**src/rtl/ilst_pkg.sv**
```systemverilog
// Shared constants, codes, types and word helpers for the indexed shift list.
`timescale 1ns / 1ps

package ilst_pkg;

  // List geometry
  localparam int CAPACITY   = 16;
  localparam int WORD_WIDTH = 32;

  // Field widths of the stream items
  localparam int CMD_W    = 3;
  localparam int POS_W    = 5;
  localparam int VALUE_W  = 32;
  localparam int COUNT_W  = 5;
  localparam int STATUS_W = 2;

  // Derived widths
  localparam int IDX_W = (CAPACITY > 1) ? $clog2(CAPACITY) : 1;
  localparam int CNT_W = $clog2(CAPACITY + 1);
  localparam int CMP_W = (CNT_W > POS_W) ? CNT_W : POS_W;

  typedef enum logic [CMD_W-1:0] {
    CMD_APPEND = 3'd0,
    CMD_REMOVE = 3'd1,
    CMD_INSERT = 3'd2,
    CMD_ERASE  = 3'd3,
    CMD_CLEAR  = 3'd4,
    CMD_READ   = 3'd5
  } cmd_t;

  typedef enum logic [STATUS_W-1:0] {
    STAT_OK    = 2'd0,
    STAT_RANGE = 2'd1,
    STAT_FULL  = 2'd2
  } status_t;

  // Storage access issued by the sequencer
  typedef struct packed {
    logic                  we;
    logic [IDX_W-1:0]      waddr;
    logic [WORD_WIDTH-1:0] wdata;
    logic [IDX_W-1:0]      raddr;
  } ram_req_t;

  // One result item
  typedef struct packed {
    logic                  is_empty;
    status_t               status;
    logic [COUNT_W-1:0]    count;
    logic [VALUE_W-1:0]    read_data;
  } res_t;

  // Cut a signed input value to the stored word width
  function automatic logic [WORD_WIDTH-1:0] to_word(input logic [VALUE_W-1:0] v);
    logic [63:0] ext;
    ext = {{(64 - VALUE_W){v[VALUE_W-1]}}, v};
    return ext[WORD_WIDTH-1:0];
  endfunction

  // Sign-extend a stored word back to the value width
  function automatic logic [VALUE_W-1:0] from_word(input logic [WORD_WIDTH-1:0] w);
    logic signed [63:0] ext;
    ext = 64'($signed(w));
    return ext[VALUE_W-1:0];
  endfunction

endpackage

```
**src/rtl/ilst_ram.sv**
```systemverilog
// Generic single-write, single-read RAM with registered read data.
`timescale 1ns / 1ps

module ilst_ram #(
  parameter int WIDTH = 32,
  parameter int DEPTH = 16
) (
  input  logic                                      clk,
  input  logic                                      we,
  input  logic [((DEPTH > 1) ? $clog2(DEPTH) : 1)-1:0] waddr,
  input  logic [WIDTH-1:0]                          wdata,
  input  logic [((DEPTH > 1) ? $clog2(DEPTH) : 1)-1:0] raddr,
  output logic [WIDTH-1:0]                          rdata
);

  logic [WIDTH-1:0] mem [DEPTH];

  // Write port and registered read port
  always_ff @(posedge clk) begin
    if (we) begin
      mem[waddr] <= wdata;
    end
    rdata <= mem[raddr];
  end

endmodule

```
**src/rtl/ilst_ctrl.sv**
```systemverilog
// Command sequencer with the shared index step unit that shifts entries one at a time.
`timescale 1ns / 1ps

module ilst_ctrl (
  input  logic                                clk,
  input  logic                                rst,
  input  logic                                in_valid,
  output logic                                in_ready,
  input  logic [ilst_pkg::CMD_W-1:0]          in_cmd,
  input  logic [ilst_pkg::POS_W-1:0]          in_pos,
  input  logic [ilst_pkg::VALUE_W-1:0]        in_value,
  output ilst_pkg::ram_req_t                  ram_req,
  input  logic [ilst_pkg::WORD_WIDTH-1:0]     ram_rdata,
  output logic                                res_valid,
  input  logic                                res_ready,
  output ilst_pkg::res_t                      res
);

  typedef enum logic [5:0] {
    S_IDLE     = 6'b000001,
    S_EXEC     = 6'b000010,
    S_SHIFT_RD = 6'b000100,
    S_SHIFT_WR = 6'b001000,
    S_READ     = 6'b010000,
    S_DONE     = 6'b100000
  } state_t;

  localparam logic [ilst_pkg::CNT_W-1:0] CAP = ilst_pkg::CNT_W'(ilst_pkg::CAPACITY);

  state_t                            state, state_next;
  ilst_pkg::cmd_t                    cmd_r;
  logic [ilst_pkg::CMP_W-1:0]        pos_r;
  logic [ilst_pkg::WORD_WIDTH-1:0]   word_r;
  logic [ilst_pkg::CNT_W-1:0]        length, length_next;
  logic [ilst_pkg::CNT_W-1:0]        idx, idx_next;
  logic [ilst_pkg::VALUE_W-1:0]      rd, rd_next;
  ilst_pkg::status_t                 status, status_next;

  logic                              ins;
  logic [ilst_pkg::CNT_W-1:0]        adj;
  logic [ilst_pkg::CMP_W-1:0]        len_c;
  logic [ilst_pkg::CMP_W-1:0]        idx_c;
  logic                              more;

  // Shared step unit: one index adder and the loop test
  assign ins   = (cmd_r == ilst_pkg::CMD_INSERT);
  assign adj   = ins ? (idx - 1'b1) : (idx + 1'b1);
  assign len_c = ilst_pkg::CMP_W'(length);
  assign idx_c = ilst_pkg::CMP_W'(idx);
  assign more  = ins ? (idx_c > pos_r) : (adj < length);

  assign in_ready  = (state == S_IDLE);
  assign res_valid = (state == S_DONE);

  always_comb begin
    res.read_data = rd;
    res.count     = ilst_pkg::COUNT_W'(length);
    res.status    = status;
    res.is_empty  = (length == '0);
  end

  // Sequence the command
  always_comb begin
    state_next    = state;
    length_next   = length;
    idx_next      = idx;
    rd_next       = rd;
    status_next   = status;
    ram_req.we    = 1'b0;
    ram_req.waddr = idx[ilst_pkg::IDX_W-1:0];
    ram_req.wdata = word_r;
    ram_req.raddr = adj[ilst_pkg::IDX_W-1:0];
    case (state)
      S_IDLE: begin
        if (in_valid) begin
          state_next  = S_EXEC;
          rd_next     = '0;
          status_next = ilst_pkg::STAT_OK;
        end
      end
      S_EXEC: begin
        state_next = S_DONE;
        case (cmd_r)
          ilst_pkg::CMD_APPEND: begin
            if (length >= CAP) begin
              status_next = ilst_pkg::STAT_FULL;
            end else begin
              ram_req.we    = 1'b1;
              ram_req.waddr = length[ilst_pkg::IDX_W-1:0];
              length_next   = length + 1'b1;
            end
          end
          ilst_pkg::CMD_REMOVE: begin
            if (length != '0) begin
              length_next = length - 1'b1;
            end
          end
          ilst_pkg::CMD_INSERT: begin
            if (pos_r > len_c) begin
              status_next = ilst_pkg::STAT_RANGE;
            end else if (length >= CAP) begin
              status_next = ilst_pkg::STAT_FULL;
            end else begin
              idx_next   = length;
              state_next = S_SHIFT_RD;
            end
          end
          ilst_pkg::CMD_ERASE: begin
            if (pos_r >= len_c) begin
              status_next = ilst_pkg::STAT_RANGE;
            end else begin
              idx_next   = ilst_pkg::CNT_W'(pos_r);
              state_next = S_SHIFT_RD;
            end
          end
          ilst_pkg::CMD_CLEAR: begin
            length_next = '0;
          end
          ilst_pkg::CMD_READ: begin
            if (pos_r >= len_c) begin
              status_next = ilst_pkg::STAT_RANGE;
            end else begin
              ram_req.raddr = pos_r[ilst_pkg::IDX_W-1:0];
              state_next    = S_READ;
            end
          end
          default: begin
          end
        endcase
      end
      S_SHIFT_RD: begin
        // Fetch the neighbor, or finish the insert or erase
        if (more) begin
          state_next = S_SHIFT_WR;
        end else begin
          state_next = S_DONE;
          if (ins) begin
            ram_req.we  = 1'b1;
            length_next = length + 1'b1;
          end else begin
            length_next = length - 1'b1;
          end
        end
      end
      S_SHIFT_WR: begin
        // Move the fetched entry into the slot and advance
        ram_req.we    = 1'b1;
        ram_req.wdata = ram_rdata;
        idx_next      = adj;
        state_next    = S_SHIFT_RD;
      end
      S_READ: begin
        rd_next    = ilst_pkg::from_word(ram_rdata);
        state_next = S_DONE;
      end
      S_DONE: begin
        if (res_ready) begin
          state_next = S_IDLE;
        end
      end
      default: begin
        state_next = S_IDLE;
      end
    endcase
  end

  // Control state
  always_ff @(posedge clk) begin
    if (rst) begin
      state  <= S_IDLE;
      length <= '0;
    end else begin
      state  <= state_next;
      length <= length_next;
    end
  end

  // Command and working registers
  always_ff @(posedge clk) begin
    if (state == S_IDLE && in_valid) begin
      cmd_r  <= ilst_pkg::cmd_t'(in_cmd);
      pos_r  <= ilst_pkg::CMP_W'(in_pos);
      word_r <= ilst_pkg::to_word(in_value);
    end
    idx    <= idx_next;
    rd     <= rd_next;
    status <= status_next;
  end

endmodule

```
**src/rtl/indexed_shift_list.sv**
```systemverilog
// An accepted command runs in S_EXEC; a read then fetches its word in S_READ, while insert
//   and erase shift count - position and count - position - 1 entries, with count taken
//   before the command, each in S_SHIFT_RD then S_SHIFT_WR; results wait in S_DONE.
// Each shift moves one entry through the single storage read and write port.
// Intake: one item at a time; the next item is accepted the cycle after the result moves
//   into the output register, which holds it until taken.
// Reset (rst, synchronous, active high) empties the list; stored words are not cleared.
`timescale 1ns / 1ps

module indexed_shift_list (
  input  logic        clk,
  input  logic        rst,
  input  logic        s_tvalid,
  output logic        s_tready,
  input  logic [39:0] s_tdata,   // cmd[2:0], position[7:3], value[39:8]
  output logic        m_tvalid,
  input  logic        m_tready,
  output logic [39:0] m_tdata    // read_data[31:0], count[36:32], status[38:37], is_empty[39]
);

  ilst_pkg::ram_req_t                ram_req;
  logic [ilst_pkg::WORD_WIDTH-1:0]   ram_rdata;
  logic                              res_valid;
  logic                              res_ready;
  ilst_pkg::res_t                    res;
  ilst_pkg::res_t                    out_res;

  ilst_ctrl u_ctrl (
    .clk       (clk),
    .rst       (rst),
    .in_valid  (s_tvalid),
    .in_ready  (s_tready),
    .in_cmd    (s_tdata[2:0]),
    .in_pos    (s_tdata[7:3]),
    .in_value  (s_tdata[39:8]),
    .ram_req   (ram_req),
    .ram_rdata (ram_rdata),
    .res_valid (res_valid),
    .res_ready (res_ready),
    .res       (res)
  );

  ilst_ram #(
    .WIDTH (ilst_pkg::WORD_WIDTH),
    .DEPTH (ilst_pkg::CAPACITY)
  ) u_ram (
    .clk   (clk),
    .we    (ram_req.we),
    .waddr (ram_req.waddr),
    .wdata (ram_req.wdata),
    .raddr (ram_req.raddr),
    .rdata (ram_rdata)
  );

  // Load the output register whenever it is free or being emptied
  assign res_ready = !m_tvalid || m_tready;

  always_ff @(posedge clk) begin
    if (rst) begin
      m_tvalid <= 1'b0;
    end else if (res_ready) begin
      m_tvalid <= res_valid;
    end
  end

  always_ff @(posedge clk) begin
    if (res_valid && res_ready) begin
      out_res <= res;
    end
  end

  assign m_tdata = out_res;

  // A full report only comes from a list at capacity
  a_full_count: assert property (@(posedge clk) disable iff (rst)
    (m_tvalid && out_res.status == ilst_pkg::STAT_FULL)
      |-> (out_res.count == ilst_pkg::COUNT_W'(ilst_pkg::CAPACITY)))
    else $error("full status with list below capacity");

  // Read data is nonzero only on a successful command
  a_rd_ok: assert property (@(posedge clk) disable iff (rst)
    (m_tvalid && out_res.read_data != '0) |-> (out_res.status == ilst_pkg::STAT_OK))
    else $error("read data returned with an error status");

  // An accepted item blocks intake until its result is done
  a_busy: assert property (@(posedge clk) disable iff (rst)
    (s_tvalid && s_tready) |=> !s_tready)
    else $error("intake open while an item is in work");

  // The output register is only reloaded after it was taken or empty
  a_hold: assert property (@(posedge clk) disable iff (rst)
    (m_tvalid && !m_tready) |=> (m_tvalid && $stable(m_tdata)))
    else $error("result overwritten before being taken");

endmodule

```
**config.mk**
```make
export PLATFORM = sky130hd
export DESIGN_NAME = indexed_shift_list
export DESIGN_NICKNAME = d
export VERILOG_FILES = /design/src/rtl/ilst_pkg.sv /design/src/rtl/ilst_ram.sv /design/src/rtl/ilst_ctrl.sv /design/src/rtl/indexed_shift_list.sv
export SDC_FILE = /design/constraint.sdc
export NUM_CORES = 1
export LEC_CHECK = 0
export BUFFER_PORTS_ARGS = -buffer_cell sky130_fd_sc_hd__buf_2
export CORE_ASPECT_RATIO = 1.2
export CORE_MARGIN = 8
export CORE_UTILIZATION = 52
export CTS_BUF_LIST = sky130_fd_sc_hd__clkbuf_4
export CTS_CLUSTER_SIZE = 20
export DETAILED_ROUTE_END_ITERATION = 10
export PLACE_DENSITY = 0.8
export SETUP_SLACK_MARGIN = 0.05
export SLEW_MARGIN = 20
export SYNTH_ARGS = -nofsm -noshare
export SYNTH_HDL_FRONTEND = slang
export SYNTH_SLANG_ARGS = --single-unit
```
**constraint.sdc**
```tcl
create_clock -name clk -period 8.35 [get_ports clk]
set_input_delay 0.835 -clock clk [delete_from_list [all_inputs] [get_ports clk]]
set_output_delay 0.835 -clock clk [all_outputs]
set_load 0.02 [all_outputs]
```
### After elaboration in Yosys (flattened, before gate mapping)

Memory sizes are Yosys's and may differ from the RTL's. A register that Yosys moved wholly into a read port is not among the register bits.
Index checks and enable logic that the tools add are counted.

| storage, ports and cells | value |
|---|---|
| word-level logic and storage cells | 105 |
| bits in writable memories | 512 |
| memories kept | 1 |
| output and inout port bits | 42 |
| flip-flop bits (word level) | 131 |

| cells by class | value |
|---|---|
| multiplexer cells | 42 |
| magnitude comparators | 5 |
| eq/ne operators | 23 |
| reduce and logical (&&, ||, !) cells | 17 |
| add/subtract/negate cells | 4 |

Memories:

| memory | words | bits a word | read ports | clocked after memory_dff | wr ports | RTL line | source |
|---|---|---|---|---|---|---|---|
| u_ram.mem | 16 | 32 | 1 | 1 | 1 | ilst_ram.sv:16 | `logic [WIDTH-1:0] mem [DEPTH];` |

Operators by type and width:

| operator | count |
|---|---|
| $mux 32 | 2 |
| $pmux 32 s2 | 1 |
| $mux 5 | 10 |
| $mux 6 | 7 |
| $pmux 6 s6 | 1 |
| $pmux 5 s2 | 3 |
| $pmux 6 s3 | 1 |
| $mux 4 | 4 |
| $pmux 5 s3 | 1 |
| $ne 3x3->1 const B | 4 |
| $add 5x1->5 const B | 2 |
| $gt 5x5->1 | 2 |
| $reduce_and 5->1 | 2 |
| $sub 5x1->5 const B | 2 |
| $ne 3x2->1 const B | 3 |
| $mux 2 | 4 |
| $reduce_bool 2->1 | 4 |
| $eq 3x2->1 const B | 2 |
| $eq 3x3->1 const B | 2 |
| $eq 6x1->1 const B | 1 |
| $eq 6x2->1 const B | 1 |
| $eq 6x3->1 const B | 1 |
| $eq 6x4->1 const B | 1 |
| $eq 6x5->1 const B | 1 |
| other kinds (22) | 29 |

### Longest topological paths before layout

| depth | value |
|---|---|
| depth in word-level cells | 8 |
| gate-level depth with buffers | 14 |
| mapped depth without buffers | 13 |

### Cells and area by module

A second synthesis with hierarchy kept.

| unflattened totals | value |
|---|---|
| cell total of the unflattened synthesis | 1255 |
| area, all modules | 25680.9 um^2 |

Modules (own cells, without submodules):

| module | cells each | area each (um^2) | instances |
|---|---|---|---|
| ilst_ram | 838 | 19835.3 | 1 |
| ilst_ctrl | 372 | 4589.4 | 1 |
| indexed_shift_list | 45 | 1256.2 | 1 |

### Least setup slack after synthesis

OpenSTA, ideal clock, no wires.

| path | value |
|---|---|
| path type | flip-flop to flip-flop |
| start point | reg u_ctrl.idx[1] (netlist bit) |
| end point | mem u_ram.mem[0][0], enable pin |
| library setup time | 421 ps |
| data arrival time | 3205 ps |
| path slack | 4724 ps |
| cell stages (with the launch flop) | 9 |
| clock period less this slack | 3626 ps |
| cell sequence | edfxtp_1 > ha_1 > nor2b_1 > o21a_1 > o21ai_0 > a21oi_1 > o211ai_1 > o21ai_0 > nor2_1 |

| on the way | value |
|---|---|
| longest elaborated chain between the ends | 8 |

RTL lines:

| item | RTL line | source |
|---|---|---|
| start: declaration | ilst_ctrl.sv:35 | `logic [ilst_pkg::CNT_W-1:0] idx, idx_next;` |
| start signal: assignment | ilst_ctrl.sv:185 | `idx <= idx_next;` |
| $add 5x1->5 or $sub 5x1->5 (tied branches) | ilst_ctrl.sv:47 | `assign adj = ins ? (idx - 1'b1) : (idx + 1'b1);` |
| $mux 5 | ilst_ctrl.sv:47 |  |
| $lt 5x5->1 | ilst_ctrl.sv:50 | `assign more = ins ? (idx_c > pos_r) : (adj < length);` |
| $mux 1 | ilst_ctrl.sv:50 |  |
| $mux 1 | ilst_ctrl.sv:133 | `if (more) begin` |
| $pmux 1 s3 | ilst_ctrl.sv:73 | `case (state)` |
| $mux 1 | ilst_ram.sv:20 | `if (we) begin` |
| $mux 1 (implied by the code) | ilst_ram.sv:21 | `mem[waddr] <= wdata;` |
| end: declaration | ilst_ram.sv:16 |  |

Several ways; a longest one is shown, not always the timed one.

### Final worst setup path

| path | value |
|---|---|
| start point | reg u_ctrl.length (netlist bit u_ctrl.len_c[1]) |
| end point | reg u_ram.rdata[20] (read register of u_ram.mem) |

| on the way | value |
|---|---|
| longest elaborated chain between the ends | 4 |

RTL lines:

| item | RTL line | source |
|---|---|---|
| start: declaration | ilst_ctrl.sv:34 | `logic [ilst_pkg::CNT_W-1:0] length, length_next;` |
| start signal: assignment | ilst_ctrl.sv:174 | `length <= length_next;` |
| $ge 5x5->1 | ilst_ctrl.sv:120 | `if (pos_r >= len_c) begin` |
| $mux 4 | ilst_ctrl.sv:120 |  |
| $mux 4 | ilst_ctrl.sv:83 | `case (cmd_r)` |
| $mux 4 | ilst_ctrl.sv:73 |  |
| end: declaration | ilst_ram.sv:13 | `output logic [WIDTH-1:0] rdata` |

No other way between the ends.
A chain may end at the register's enable or synchronous reset.

==> results.toml <==
[outcome]
status = "finished clean"

[sta]
finalCritPeriodShare = 0.6471
fin_hold_ws_ps = 127.5
final_max_slew_viol_count = 0
finalCriticalPeriod_ps = 5403
setup_ws_ps = 2947
worstMarginPinSlew_ps = 1153
fmax_ghz = 0.1851
finalHoldViolCount = 0
slew_headroom = 0.2315
fin_skew_ps = 43.79
setup_viol = 0
rsz0062_at_grt = "false"
fin_tns_setup_ps = 0

[drt]
via_per_inst = 6.017
wl_um = 65520
ant_nets = 0
wire_per_inst_um = 23.47
via_count = 16790
drc_errors = 0
firstDrtPassIters = 6
drtIter0Drc = 1607

[critical_path]
crit_arrival_ps = 6140
required_ps = 9090
end_kind = "flop"
regToRegSetupSlack_ps = 2950
worst_setup_path_start_kind = "flop"
path_class = "flop to flop"
reg2reg_depth = 11
r2r_start = "u_ctrl.len_c[1]"
rr_endpoint = "u_ram.rdata[20]"
critPathMaxFanout = 184

[placed_design]
dpl.hpwl_um = 33450
gp_congestion = 0.8770
port_buffers = 85
dp_slack_ps = 3016
placed_area_mm2 = 0.02921

[clock_tree]
clkTransAtPathRegs_ps = 80
htree_levels = 4
numCtsBuffers = 156
cts-root-buf = "clkbuf_4"
holdBufCountCts = 0
cts_tree = "done"
post_cts_buffers = 0
clk_path_buf_depth = 3
clock_latency_ps = 880
clock_sinks = 675
cts_resized = 0

[global_route]
grt.busiest_layer = "met2"
grt_max_degree = 193
grt_overflow = 0
grt_pass1_vias = 17170
globalRouteMet3Util = 0.04045
grt_first_pass_wirelength_um = 99550
antenna_found_initial = 2
gr-usage-all-layers = 0.2078
met1_usage = 0.2555
grt_use_met2 = 0.3513

[yosys]
synth-edff-count = 631
syn_area_per_cell_um2 = 15.48
syn_area_mm2 = 0.02798
synth_top_area_cell = "edfxtp_1"
synth_cell_types = 62
synth-async-reset-ratio = 0
synth.net_count = 1873
synthTopCellsByArea = "edfxtp_1 68%, o211ai_1 6.9%, mux2_2 5.4%"
syn_inst = 1808
synth_top_area_frac = 0.6771
ys.warnings.count = 0
ys_ff_latch = 675
seq_area_frac_synth = 0.7086
synth_ff_type = "edfxtp_1"

[pwr]
net-switching-power_uw = 1507
intPower_uw = 5381
switching_share = 0.2189
p_leak_uw = 0.01183
p_clk_frac = 0.403
vdd_drop_max_mv = 0.1232
power_density_mw_per_mm2 = 219.6
p_comb_frac = 0.045
pwr-share-seq = 0.552

[final_layout]
design_area_mm2 = 0.03137
final_nets = 2017
n_fill_cell = 3883
drive_above_1_share = 0.2584
syn_to_final_growth_pct = 12.08

[floorplan]
die_area_mm2 = 0.06153
initial_core_util = 0.5240
coreArea_mm2 = 0.05341
row_count = 93
dieHeight_um = 270.1
pin_count = 86
die_w_um = 227.8

[job]
drv_cap = 0

[worst_hold_path]
hp-start = "s_tdata[39]"
holdPathStages = 1
holdPathEnd = "u_ctrl.word_r[31]"
hp-class = "primary input to flop"
power by group through the flow:
stage                     Sequential, µW  Clock (µW)  Combinational, µW
after global routing                3810        2990                334
final                               3800        2770                309
after global placement              3880           0                294
after CTS                           3800        2820                307
after floorplan                     3860           0                202
after detailed placement            3880           0                305
worst max-delay path, stage by stage, from the launching register on:
cell      delay (ps)
dfxtp_1          570
inv_1            270
ha_1             360
nand2b_1          60
a211o_1          370
nand4_4          110
buf_4            600
o21a_4           850
buf_12           760
mux2_2           440
o211a_1          230
or4_1            510
placed cells by master (no fill, tap or decap), types with 4 or more instances in the layout:
cell	n
dfxtp_1	44
o211ai_1	258
and2_1	35
nor2_4	20
ha_1	20
and3_1	4
or4_1	32
inv_1	146
bufinv_16	7
a21oi_1	28
mux2i_1	4
clkinv_2	6
nor2_1	32
nand2_1	17
a211oi_1	6
mux2_2	134
o21ai_0	15
mux2_1	28
xnor2_1	6
clkinv_1	31
nor3_1	14
buf_4	31
clkbuf_4	236
buf_2	85
edfxtp_1	631
nand3_1	4
o211a_1	128
nor2b_1	6
through the flow:
stage	utilization	instances	power (µW)
CTS	0.5872	2790	6936
floorplan	-	1808	4061
global placement	0.5469	2506	4171
detailed placement	0.5469	2506	4183
finish	0.5873	2791	6888
global route	0.5873	2791	7127
cells by family after synthesis:
group           after synthesis  synth area share
compound gates              471            0.1344
xor+xnor                      7          0.002191
fa+ha+maj                    22           0.01002
buf+inv                     280           0.03988
flops                       675            0.7086
mux                         167           0.06698
simple gates                186           0.03791
cells in the mapped netlist (all sizes together), types with 14 or more instances:
library cell and count:
a21oi 28, and2 35, buf 36, clkbuf 96, dfxtp 44, edfxtp 631, ha 20, inv 148
mux2 162, nand2 17, nor2 52, nor3 14, o211a 128, o211ai 258, o21ai 18, or4 32
per-layer routing:
metal,routed length [µm],vias to the layer above
li1,-,7499
met1,25060,8306
met2,33060,839
met3,5291,147
met4,2077,2
met5,19,-
flip-flops by register name, summed over array words and instances (netlist names):
| name | flops |
|---|---|
| m_tdata | 40 |
| m_tvalid | 1 |
| u_ctrl.rd | 32 |
| u_ctrl.pos_r | 5 |
| u_ram.rdata | 32 |
| u_ctrl.word_r | 32 |
| u_ctrl.cmd_r | 3 |
| u_ctrl.len_c | 5 |
| u_ram.mem | 512 |
| u_ctrl.idx | 5 |
| u_ctrl.status | 2 |
| u_ctrl.state | 6 |
worst max-delay path by stage:
stage                          from  slack (ps)         endpoint
floorplan             u_ctrl.idx[1]        4720  u_ram.mem[0][0]
global placement    u_ctrl.len_c[2]        3200  u_ram.rdata[21]
detailed placement  u_ctrl.len_c[3]        3020  u_ram.rdata[20]
CTS                 u_ctrl.len_c[3]        3020  u_ram.rdata[20]
global route        u_ctrl.len_c[3]        2760  u_ram.rdata[20]
finish              u_ctrl.len_c[1]        2950  u_ram.rdata[20]
layout make-up:
cell class,count,area [µm²],area share
Clock inverter,48,380.4,0.01213
Clock buffer,236,1772,0.05649
Tap cell,712,890.9,0.02840
Multi-Input combinational cell,853,7234,0.2307
Antenna cell,1,2.502,0.00007978
Inverter,148,558.0,0.01779
Timing Repair Buffer,118,698.2,0.02226
Sequential cell,675,19830,0.6322
Power figures use the tool's default switching activity.
